===== src/design/upcp_pkg.sv =====
// Shared types and constants for the UART PWM command parser.
package upcp_pkg;

    localparam int LINE_BYTES = 32;
    localparam int LEN_W = $clog2(LINE_BYTES);
    localparam int FIFO_DEPTH = 4;
    localparam int PTR_W = (FIFO_DEPTH > 1) ? $clog2(FIFO_DEPTH) : 1;
    localparam int CNT_W = $clog2(FIFO_DEPTH + 1);

    localparam logic [15:0] FULL_SCALE_RESET = 16'd1023;
    localparam logic [8:0] MAG_CAP = 9'd256;
    localparam logic [7:0] MAG_MAX = 8'd255;
    localparam logic [16:0] RECIP_255 = 17'd65793;

    localparam logic [7:0] CH_LF = 8'h0A;
    localparam logic [7:0] CH_CR = 8'h0D;
    localparam logic [7:0] CH_SPACE = 8'h20;
    localparam logic [7:0] CH_TAB = 8'h09;
    localparam logic [7:0] CH_VT = 8'h0B;
    localparam logic [7:0] CH_FF = 8'h0C;
    localparam logic [7:0] CH_PLUS = 8'h2B;
    localparam logic [7:0] CH_MINUS = 8'h2D;
    localparam logic [7:0] CH_ZERO = 8'h30;
    localparam logic [7:0] CH_NINE = 8'h39;

    typedef enum logic [1:0] {
        PH_SPACE,
        PH_SIGN,
        PH_DIGITS,
        PH_DONE
    } t_phase;

    typedef struct packed {
        logic       neg;
        logic [7:0] mag;
    } t_cmd;

endpackage


===== src/design/upcp_front.sv =====
// Front end: parses received bytes and queues one command per finished line.
module upcp_front (
    input  logic               i_clk,
    input  logic               i_rst_n,
    input  logic               i_accept,
    input  logic [7:0]         i_rx_byte,
    output logic               o_push,
    output upcp_pkg::t_cmd     o_cmd
);

    upcp_pkg::t_phase r_phase, n_phase;
    logic [upcp_pkg::LEN_W-1:0] r_len, n_len;
    logic r_neg, n_neg;
    logic [8:0] r_acc, n_acc;

    logic is_term, is_digit, is_space, is_sign;
    logic [11:0] acc_mul;
    logic [7:0] mag_clamped;

    assign is_term = (i_rx_byte == upcp_pkg::CH_LF) || (i_rx_byte == upcp_pkg::CH_CR);
    assign is_digit = (i_rx_byte >= upcp_pkg::CH_ZERO) && (i_rx_byte <= upcp_pkg::CH_NINE);
    assign is_space = (i_rx_byte == upcp_pkg::CH_SPACE) || (i_rx_byte == upcp_pkg::CH_TAB)
                   || (i_rx_byte == upcp_pkg::CH_VT) || (i_rx_byte == upcp_pkg::CH_FF);
    assign is_sign = (i_rx_byte == upcp_pkg::CH_PLUS) || (i_rx_byte == upcp_pkg::CH_MINUS);
    assign acc_mul = ({3'b000, r_acc} * 12'd10)
                   + {4'b0000, i_rx_byte - upcp_pkg::CH_ZERO};
    assign mag_clamped = (r_acc > {1'b0, upcp_pkg::MAG_MAX}) ? upcp_pkg::MAG_MAX : r_acc[7:0];

    always_ff @(posedge i_clk) begin
        if (!i_rst_n) begin
            r_phase <= upcp_pkg::PH_SPACE;
            r_len <= '0;
            r_neg <= 1'b0;
            r_acc <= '0;
        end else begin
            r_phase <= n_phase;
            r_len <= n_len;
            r_neg <= n_neg;
            r_acc <= n_acc;
        end
    end

    always_comb begin
        n_phase = r_phase;
        n_len = r_len;
        n_neg = r_neg;
        n_acc = r_acc;
        o_push = 1'b0;
        o_cmd.mag = mag_clamped;
        o_cmd.neg = r_neg && (mag_clamped != 8'd0);
        if (i_accept) begin
            if (is_term || (r_len >= upcp_pkg::LEN_W'(upcp_pkg::LINE_BYTES - 1))) begin
                o_push = is_term && (r_len != '0);
                n_phase = upcp_pkg::PH_SPACE;
                n_len = '0;
                n_neg = 1'b0;
                n_acc = '0;
            end else begin
                n_len = r_len + 1'b1;
                if (r_phase != upcp_pkg::PH_DONE) begin
                    priority if (is_digit) begin
                        n_acc = (acc_mul > {3'b000, upcp_pkg::MAG_CAP})
                              ? upcp_pkg::MAG_CAP : acc_mul[8:0];
                        n_phase = upcp_pkg::PH_DIGITS;
                    end else if (r_phase == upcp_pkg::PH_SPACE && is_space) begin
                        n_phase = upcp_pkg::PH_SPACE;
                    end else if (r_phase == upcp_pkg::PH_SPACE && is_sign) begin
                        n_neg = (i_rx_byte == upcp_pkg::CH_MINUS);
                        n_phase = upcp_pkg::PH_SIGN;
                    end else begin
                        n_phase = upcp_pkg::PH_DONE;
                    end
                end
            end
        end
    end

endmodule


===== src/design/upcp_fifo.sv =====
// Command queue between the parser and the compare pipeline.
module upcp_fifo (
    input  logic               i_clk,
    input  logic               i_rst_n,
    input  logic               i_push,
    input  upcp_pkg::t_cmd     i_data,
    input  logic               i_pop,
    output logic               o_full,
    output logic               o_nonempty,
    output upcp_pkg::t_cmd     o_data
);

    upcp_pkg::t_cmd r_mem [upcp_pkg::FIFO_DEPTH];
    logic [upcp_pkg::PTR_W-1:0] r_wr_ptr, r_rd_ptr;
    logic [upcp_pkg::CNT_W-1:0] r_count;
    logic do_push, do_pop;

    assign o_full = (r_count == upcp_pkg::CNT_W'(upcp_pkg::FIFO_DEPTH));
    assign o_nonempty = (r_count != '0);
    assign do_push = i_push && !o_full;
    assign do_pop = i_pop && o_nonempty;
    assign o_data = r_mem[r_rd_ptr];

    always_ff @(posedge i_clk) begin
        if (do_push) begin
            r_mem[r_wr_ptr] <= i_data;
        end
    end

    always_ff @(posedge i_clk) begin
        if (!i_rst_n) begin
            r_wr_ptr <= '0;
            r_rd_ptr <= '0;
            r_count <= '0;
        end else begin
            if (do_push) begin
                r_wr_ptr <= (r_wr_ptr == upcp_pkg::PTR_W'(upcp_pkg::FIFO_DEPTH - 1))
                          ? '0 : r_wr_ptr + 1'b1;
            end
            if (do_pop) begin
                r_rd_ptr <= (r_rd_ptr == upcp_pkg::PTR_W'(upcp_pkg::FIFO_DEPTH - 1))
                          ? '0 : r_rd_ptr + 1'b1;
            end
            if (do_push && !do_pop) begin
                r_count <= r_count + 1'b1;
            end else if (do_pop && !do_push) begin
                r_count <= r_count - 1'b1;
            end
        end
    end

endmodule


===== src/design/upcp_back.sv =====
// Back end: full scale register and pipeline from command to PWM compare value.
module upcp_back (
    input  logic               i_clk,
    input  logic               i_rst_n,
    input  logic               i_cfg_valid,
    input  logic [15:0]        i_cfg_data,
    input  logic               i_cmd_valid,
    input  upcp_pkg::t_cmd     i_cmd,
    output logic               o_pop,
    input  logic               i_out_stall,
    output logic               o_out_valid,
    output logic signed [8:0]  o_signed_command,
    output logic               o_drive_forward,
    output logic               o_drive_reverse,
    output logic [15:0]        o_duty_count
);

    logic [15:0] r_full_scale;
    logic advance;

    logic r_s1_valid;
    upcp_pkg::t_cmd r_s1_cmd;
    logic [23:0] r_s1_prod;

    logic r_s2_valid;
    upcp_pkg::t_cmd r_s2_cmd;
    logic [23:0] r_s2_prod;
    logic [15:0] r_s2_quot;

    logic r_out_valid;
    logic signed [8:0] r_out_cmd;
    logic r_out_fwd, r_out_rev;
    logic [15:0] r_out_pwm;

    logic [40:0] recip_prod;
    logic [23:0] remainder;
    logic [15:0] quot_fixed;

    assign advance = !r_out_valid || !i_out_stall;
    assign o_pop = advance;
    assign recip_prod = {17'd0, r_s1_prod} * {24'd0, upcp_pkg::RECIP_255};
    assign remainder = r_s2_prod - {r_s2_quot, 8'd0} + {8'd0, r_s2_quot};
    assign quot_fixed = (remainder >= 24'd255) ? r_s2_quot + 1'b1 : r_s2_quot;

    always_ff @(posedge i_clk) begin
        if (!i_rst_n) begin
            r_full_scale <= upcp_pkg::FULL_SCALE_RESET;
        end else if (i_cfg_valid) begin
            r_full_scale <= i_cfg_data;
        end
    end

    always_ff @(posedge i_clk) begin
        if (!i_rst_n) begin
            r_s1_valid <= 1'b0;
            r_s2_valid <= 1'b0;
            r_out_valid <= 1'b0;
        end else if (advance) begin
            r_s1_valid <= i_cmd_valid;
            r_s2_valid <= r_s1_valid;
            r_out_valid <= r_s2_valid;
        end
    end

    always_ff @(posedge i_clk) begin
        if (advance) begin
            r_s1_cmd <= i_cmd;
            r_s1_prod <= {16'd0, i_cmd.mag} * {8'd0, r_full_scale};
            r_s2_cmd <= r_s1_cmd;
            r_s2_prod <= r_s1_prod;
            r_s2_quot <= recip_prod[39:24];
            r_out_cmd <= r_s2_cmd.neg ? -$signed({1'b0, r_s2_cmd.mag})
                                      : $signed({1'b0, r_s2_cmd.mag});
            r_out_fwd <= !r_s2_cmd.neg && (r_s2_cmd.mag != 8'd0);
            r_out_rev <= r_s2_cmd.neg;
            r_out_pwm <= quot_fixed;
        end
    end

    assign o_out_valid = r_out_valid;
    assign o_signed_command = r_out_cmd;
    assign o_drive_forward = r_out_fwd;
    assign o_drive_reverse = r_out_rev;
    assign o_duty_count = r_out_pwm;

endmodule


===== src/design/uart_pwm_command_parser_core.sv =====
// Top level of the UART PWM command parser.
// Takes one received byte per clock cycle; the input stalls only while the
// four-entry command queue is full. Each CR or LF that closes a non-empty line
// queues one command, which passes from the head of the queue through the full
// scale multiply, the reciprocal multiply that divides by 255, and the remainder
// correction, each registered in turn. One result can be delivered per cycle
// while the output is not stalled. The full scale register is written through
// its own port, which is always ready; write it only while no line is in flight.
module uart_pwm_command_parser_core (
    input  logic              i_clk,
    input  logic              i_rst_n,
    input  logic              i_in_valid,
    output logic              o_in_stall,
    input  logic [7:0]        i_rx_byte,
    input  logic              i_cfg_valid,
    output logic              o_cfg_ready,
    input  logic [15:0]       i_cfg_data,
    output logic              o_out_valid,
    input  logic              i_out_stall,
    output logic signed [8:0] o_signed_command,
    output logic              o_drive_forward,
    output logic              o_drive_reverse,
    output logic [15:0]       o_duty_count
);

    logic in_accept;
    logic push, pop, fifo_full, fifo_nonempty;
    upcp_pkg::t_cmd push_cmd, head_cmd;

    assign o_in_stall = fifo_full;
    assign in_accept = i_in_valid && !fifo_full;
    assign o_cfg_ready = 1'b1;

    upcp_front u_front (
        .i_clk     (i_clk),
        .i_rst_n   (i_rst_n),
        .i_accept  (in_accept),
        .i_rx_byte (i_rx_byte),
        .o_push    (push),
        .o_cmd     (push_cmd)
    );

    upcp_fifo u_fifo (
        .i_clk      (i_clk),
        .i_rst_n    (i_rst_n),
        .i_push     (push),
        .i_data     (push_cmd),
        .i_pop      (pop),
        .o_full     (fifo_full),
        .o_nonempty (fifo_nonempty),
        .o_data     (head_cmd)
    );

    upcp_back u_back (
        .i_clk            (i_clk),
        .i_rst_n          (i_rst_n),
        .i_cfg_valid      (i_cfg_valid),
        .i_cfg_data       (i_cfg_data),
        .i_cmd_valid      (fifo_nonempty),
        .i_cmd            (head_cmd),
        .o_pop            (pop),
        .i_out_stall      (i_out_stall),
        .o_out_valid      (o_out_valid),
        .o_signed_command (o_signed_command),
        .o_drive_forward  (o_drive_forward),
        .o_drive_reverse  (o_drive_reverse),
        .o_duty_count     (o_duty_count)
    );

endmodule

===== config.mk =====
export PLATFORM = sky130hd
export DESIGN_NAME = uart_pwm_command_parser_core
export DESIGN_NICKNAME = d
export VERILOG_FILES = /design/src/design/upcp_pkg.sv /design/src/design/upcp_front.sv /design/src/design/upcp_fifo.sv /design/src/design/upcp_back.sv /design/src/design/uart_pwm_command_parser_core.sv
export SDC_FILE = /design/constraint.sdc
export NUM_CORES = 1
export LEC_CHECK = 0
export BUFFER_PORTS_ARGS = -buffer_cell sky130_fd_sc_hd__buf_2
export CAP_MARGIN = 30
export CORE_MARGIN = 2
export CORE_UTILIZATION = 50
export DETAILED_ROUTE_END_ITERATION = 12
export PLACE_DENSITY = 0.74
export SLEW_MARGIN = 10
export SYNTH_ARGS = -nofsm -noshare
export SYNTH_HDL_FRONTEND = slang
export SYNTH_HIERARCHICAL = 1
export SYNTH_SLANG_ARGS = --single-unit

===== constraint.sdc =====
create_clock -name i_clk -period 7.4 [get_ports i_clk]
set_input_delay 0.74 -clock i_clk [delete_from_list [all_inputs] [get_ports i_clk]]
set_output_delay 0.74 -clock i_clk [all_outputs]
set_load 0.03 [all_outputs]

# Yosys cells after proc, flatten, opt, wreduce, memory -nomap -nowiden
# Memory sizes are Yosys's and may differ from the RTL's. A register that Yosys moved wholly into a read port is not among the register bits.
# Index checks and enable logic that the tools add are counted.
# op_classes
add_sub_neg	11
n_mul	3
magnitude_cmp	6
eq_ne	14
mux	28
n_reduce_logical	36
# ops
cell	count
8-bit by 4-bit equality test with 1-bit output (second input constant)	5
24-bit by 17-bit multiplier with 40-bit output (second input constant)	1
9-bit 2-to-1 mux	4
24-bit by 16-bit adder with 24-bit output	1
8-bit by 6-bit equality test with 1-bit output (second input constant)	3
24-bit by 8-bit greater-or-equal comparator with 1-bit output (second input constant)	1
8-bit by 16-bit multiplier with 24-bit output	1
24-bit subtractor	1
2-bit 2-to-1 mux	9
16-bit by 1-bit adder with 16-bit output (second input constant)	1
16-bit 2-to-1 mux	1
8-bit 2-to-1 mux	2
8-bit nonzero test	2
12-bit by 8-bit adder with 12-bit output	1
12-bit by 9-bit > comparator with 1-bit output (second input constant)	1
1-bit logical AND	11
9-bit by 3-bit multiplier with 11-bit output (second input constant)	1
9-bit by 8-bit > comparator with 1-bit output (second input constant)	1
1-bit 2-to-1 mux	9
8-bit negation with 9-bit output	1
8-bit by 6-bit greater-or-equal comparator with 1-bit output (second input constant)	1
8-bit by 6-bit <= comparator with 1-bit output (second input constant)	1
2-bit nonzero test	4
8-bit by 6-bit subtractor with 8-bit output (second input constant)	1
19 further kinds	34
# totals
ff_bits	152
ramBits	36
inputBits	29
output_inout_bits	30
wordCells	122
memories	1
# mem_list
name	depth	word_bits	rd	rd_clocked_by_memory_dff	wr	line	text
u_fifo.r_mem	4	9	1	1	1	upcp_fifo.sv:13	upcp_pkg::t_cmd r_mem [upcp_pkg::FIFO_DEPTH];

# Depth between registers and ports, before layout
# depth
word_depth	10
ltp_mapped	22
depth_no_buf	20

# Hierarchy
# The synthesis kept the hierarchy.
# by_module_without_submodules
module	n_inst	cells_per_inst	area_per_inst_um2	seq_area_each_um2
upcp_back	1	1251	12580.8	3653.5
upcp_front	1	229	1868.0	340.3
upcp_fifo	1	98	1775.5	1261.2
uart_pwm_command_parser_core	1	3	25.0	0.0

# Worst setup path after synthesis
# OpenSTA, ideal clock, no wires.
# synth_timing
path_type	register to register
start	register (tool-made name)
end	register u_back.r_s1_prod[22] (data pin)
setup_time_ns	0.258
t_arrival_ns	5.607
required_ns	7.142
setup_slack_ns	1.536
stages_incl_launch_ff	21
path_buffers	2
period_less_slack_ns	5.864
cell_sequence	dfxtp_1 -> buf_2 -> mux4_2 -> clkbuf_1 -> and2_1 -> fa_1 -> fa_1 -> fa_1 -> inv_1 -> fa_1 -> inv_1 -> ha_1 -> a21o_1 -> a21o_1 -> a21oi_1 -> nor3b_1 -> a211oi_1 -> a2111oi_0 -> o21bai_1 -> a21oi_1 -> xnor2_1
# synth_rtl
item	line	text
end signal, assigned	upcp_back.sv:68	r_s1_prod <= {16'd0, i_cmd.mag} * {8'd0, r_full_scale};
end, declared	upcp_back.sv:23	logic [23:0] r_s1_prod;

==> metrics.md <==
| Metric | Value |
|---|---|
| Final nets | `1951` |
| Asr flop ratio synth | `0%` |
| Unrepaired setup endpoints after global routing | `false` |
| Status | `finished, final reports clean` |
| Site Rows | `between 60 and 70` |
| Largest cells by area after synthesis | `edfxtp_1 27%, ha_1 16%, fa_1 12%` |
| Clock skew | `0.01701 ns` |
| GRT Total Usage | `20.47%` |
| Mapped cell area | `16250 um2` |
| Final min period | `6.411 ns` |
| Chip width | `184.3 um` |
| HP Start | `u_back/r_s1_cmd[8]$_DFFE_PP_` |
| WL final | `about 34000 um` |
| Vias | `11410` |
| Total gr overflow | `0` |
| Cts repair resizes | `0` |
| Initial DRC count | `920` |
| CP endpoint kind | `flop` |
| I/O pins | `between 50 and 60` |
| Final Non-Filler Cells | `slightly above 2000` |
| Slew HR | `52.35%` |
| CP Data Required Time | `about 7.6 ns` |
| DP Wirelength | `25990 um` |
| Core area | `32290 um2` |
| ANT cells | `0` |
| Setup_tns | `0 ns` |
| Fin crit share | `86.64%` |
| R2R depth | `18` |
| Remaining DRCs | `0` |
| Max stage delay on crit path | `0.76 ns` |
| Avg WL per Cell | `16.26 um` |
| # fillers | `2797` |
| Final Setup Violations | `0` |
| Die Height | `184.3 um` |
| Most repeated library cell on the critical path | `fa_1` |
| Syn Inst Count | `1581` |
| Layout cells sized above 1 | `8.226%` |
| Total number of yosys warnings | `6` |
| Die area | `33960 um2` |
| CP Cell Sequence | `mux4_2, and2_1, fa_1, fa_1, fa_1, inv_1, fa_1, inv_1, ha_1, a21o_1, a21o_1, a21oi_1, nor3b_1, a211oi_1, a2111oi_0, o21bai_1, a21oi_1, xnor2_1` |
| Commonest non-fill, non-tap cell in the layout | `inv_1` |
| Pre-antenna DRT Iters | `6` |
| Register area share after synthesis | `between 30 and 40%` |
| Clk slew on worst S/H paths | `around 0.090 ns` |
| Distinct cells, synth | `92` |
| Initial antenna violation count | `0` |
| Syn Nets | `around 1900` |
| Clock Tree Root | `clkbuf_16` |
| WS Path Type | `flop to flop` |
| Vias in the first global route | `~11000` |
| Crit path DAT | `approximately 6.6 ns` |
| TritonCTS Buffers | `17` |
| CTS Buffer Depth | `2` |
| CP max stage cell | `mux4_2` |
| Clk_lat worst skew | `0.45 ns` |
| Total setup buffers inserted after CTS | `0` |
| Total placed cells including tap cells | `~2000` |
| Synth Flop Type | `edfxtp_1` |
| Hold/Removal Path Class | `flop to flop` |
| Worst-path fanout max | `17` |
| Mean Syn Cell Area | `10.28 um2` |
| RD Place Congestion | `0.9049` |
| Post-synth EDFFs | `about 150` |
| Hold path cells | `0` |
| Hold-fix buffer count after cts | `0` |
| Least-Margin Pin Slew | `0.7148 ns` |
| CP startpoint kind | `flop` |
| Global-route wire length before repair | `55380 um` |
| Largest net degree at the start of global routing | `a little under 60` |
| Detail Route Antenna Nets | `0` |
| Starting Density | `50.33%` |
| FF+latch count, synth | `190` |
| Clk sinks | `190` |
| F_max | `156.0 MHz` |
| Max-cap violations | `0` |
| Area growth from synthesis to layout | `7.870%` |
| Final hold vios | `0` |
| Synth top area share | `26.80%` |
| Max Transition Viols Final | `0` |
| Port bufs | `57` |
| Area leader, netlist | `edfxtp_1` |
| TritonCTS clock tree | `yes` |
| Htree depth | `4` |
| Vias per inst | `5.510` |
| Most frequent cells in the layout | `223 x inv_1, 205 x ha_1, 145 x edfxtp_1, 122 x and2_1, 101 x fa_1` |
## cell type report
| class | instances | area (um2) | area share, % |
|---|---|---|---|
| inverter | 223 | 837.1 | 4.775 |
| tap | 442 | 553.0 | 3.155 |
| timing repair buffer | 58 | 292.8 | 1.670 |
| sequential | 190 | 5255 | 29.98 |
| clock buffer | 18 | 439.2 | 2.506 |
| clock inverter | 14 | 182.7 | 1.042 |
| multi-input combinational | 1126 | 9968 | 56.87 |
## synth_stat cells, types with 10 or more instances
cell        n
a21o_1     27
or3_1      12
fa_1      101
a21oi_1    58
dfxtp_1    45
a211oi_1   10
edfxtp_1  145
xor2_1     17
nor3_1     19
nand3_1    35
nand2_1    93
xnor2_1    43
ha_1      205
o211ai_1   11
o21a_1     14
nor2_1     56
mux2i_1    25
nor2b_1    25
buf_2      10
inv_1     223
clkbuf_1   27
nand4_1    17
and2_1    122
o21ai_0    60
or2_2      10
## critical path: cells and delay by family (launching register included)
family          cells  cell delay (ns)
compound gates      7             1.58
buf+inv             2             0.10
flops               1             0.71
fa+ha+maj           5             2.44
xor+xnor            1             0.09
mux                 1             0.76
simple gates        2             0.49
## registers in the layout (all words and copies together), names as in the netlist, 2 cells and up, named ones only
signal	flops
u_fifo/r_mem	36
u_back/r_s1_prod	24
u_back/r_s2_prod	24
u_back/o_duty_count	16
u_back/r_full_scale	16
u_back/r_s2_quot	16
u_back/o_signed_command	9
u_back/r_s1_cmd	9
u_back/r_s2_cmd	9
u_front/r_acc	9
u_front/r_len	5
u_fifo/r_count	3
u_fifo/r_rd_ptr	2
u_fifo/r_wr_ptr	2
u_front/r_phase	2
## cells by family after synthesis
kind of cell,count (synthesis),share of synthesized area (%)
xor+xnor,60,3.234
buf+inv,265,6.360
other cells,1,0.02308
mux,37,3.065
simple gates,442,14.88
fa+ha+maj,306,28.23
compound gates,280,11.87
flops,190,32.34
## per-stage QoR
| stage | instance area [um2] | hold WS, ns | setup slack (ns) | util, % |
|---|---|---|---|---|
| 2_1_floorplan | 16250 | 0.4003 | 1.536 | - |
| 6_report | 17530 | 0.4229 | 0.9890 | 54.29 |
| 3_5_place_dp | 16910 | 0.4083 | 0.9841 | 52.36 |
| 4_1_cts | 17530 | 0.4264 | 0.9690 | 54.29 |
| 5_1_grt | 17530 | 0.4333 | 0.6420 | 54.29 |
| 3_3_place_gp | 16910 | 0.4079 | 1.087 | 52.36 |
## per-layer routing
metal  share of wire, %  global-route usage [%]  up-vias  routed length [um]
met5                  0                       0        -                   0
met4                2.9                   7.488        0                 969
met2                 49                   35.86      280               16520
met3                4.3                   3.003       58                1433
met1                 44                   25.72     5502               14760
li1                   -                       -     5572                   -
## path summary, 6_finish.rpt
kind | end | slack [ns]
max reg2reg | u_back/r_s1_prod[22]$_DFFE_PP_ | 0.99
min | u_back/r_s2_cmd[8]$_DFFE_PP_ | 0.42
min reg2reg | u_back/r_s2_cmd[8]$_DFFE_PP_ | 0.42
max | u_back/r_s1_prod[22]$_DFFE_PP_ | 0.99
Power is left out: the tool's default activity adds up to more than one toggle a clock period on the data nets, which glitch-free logic cannot reach.
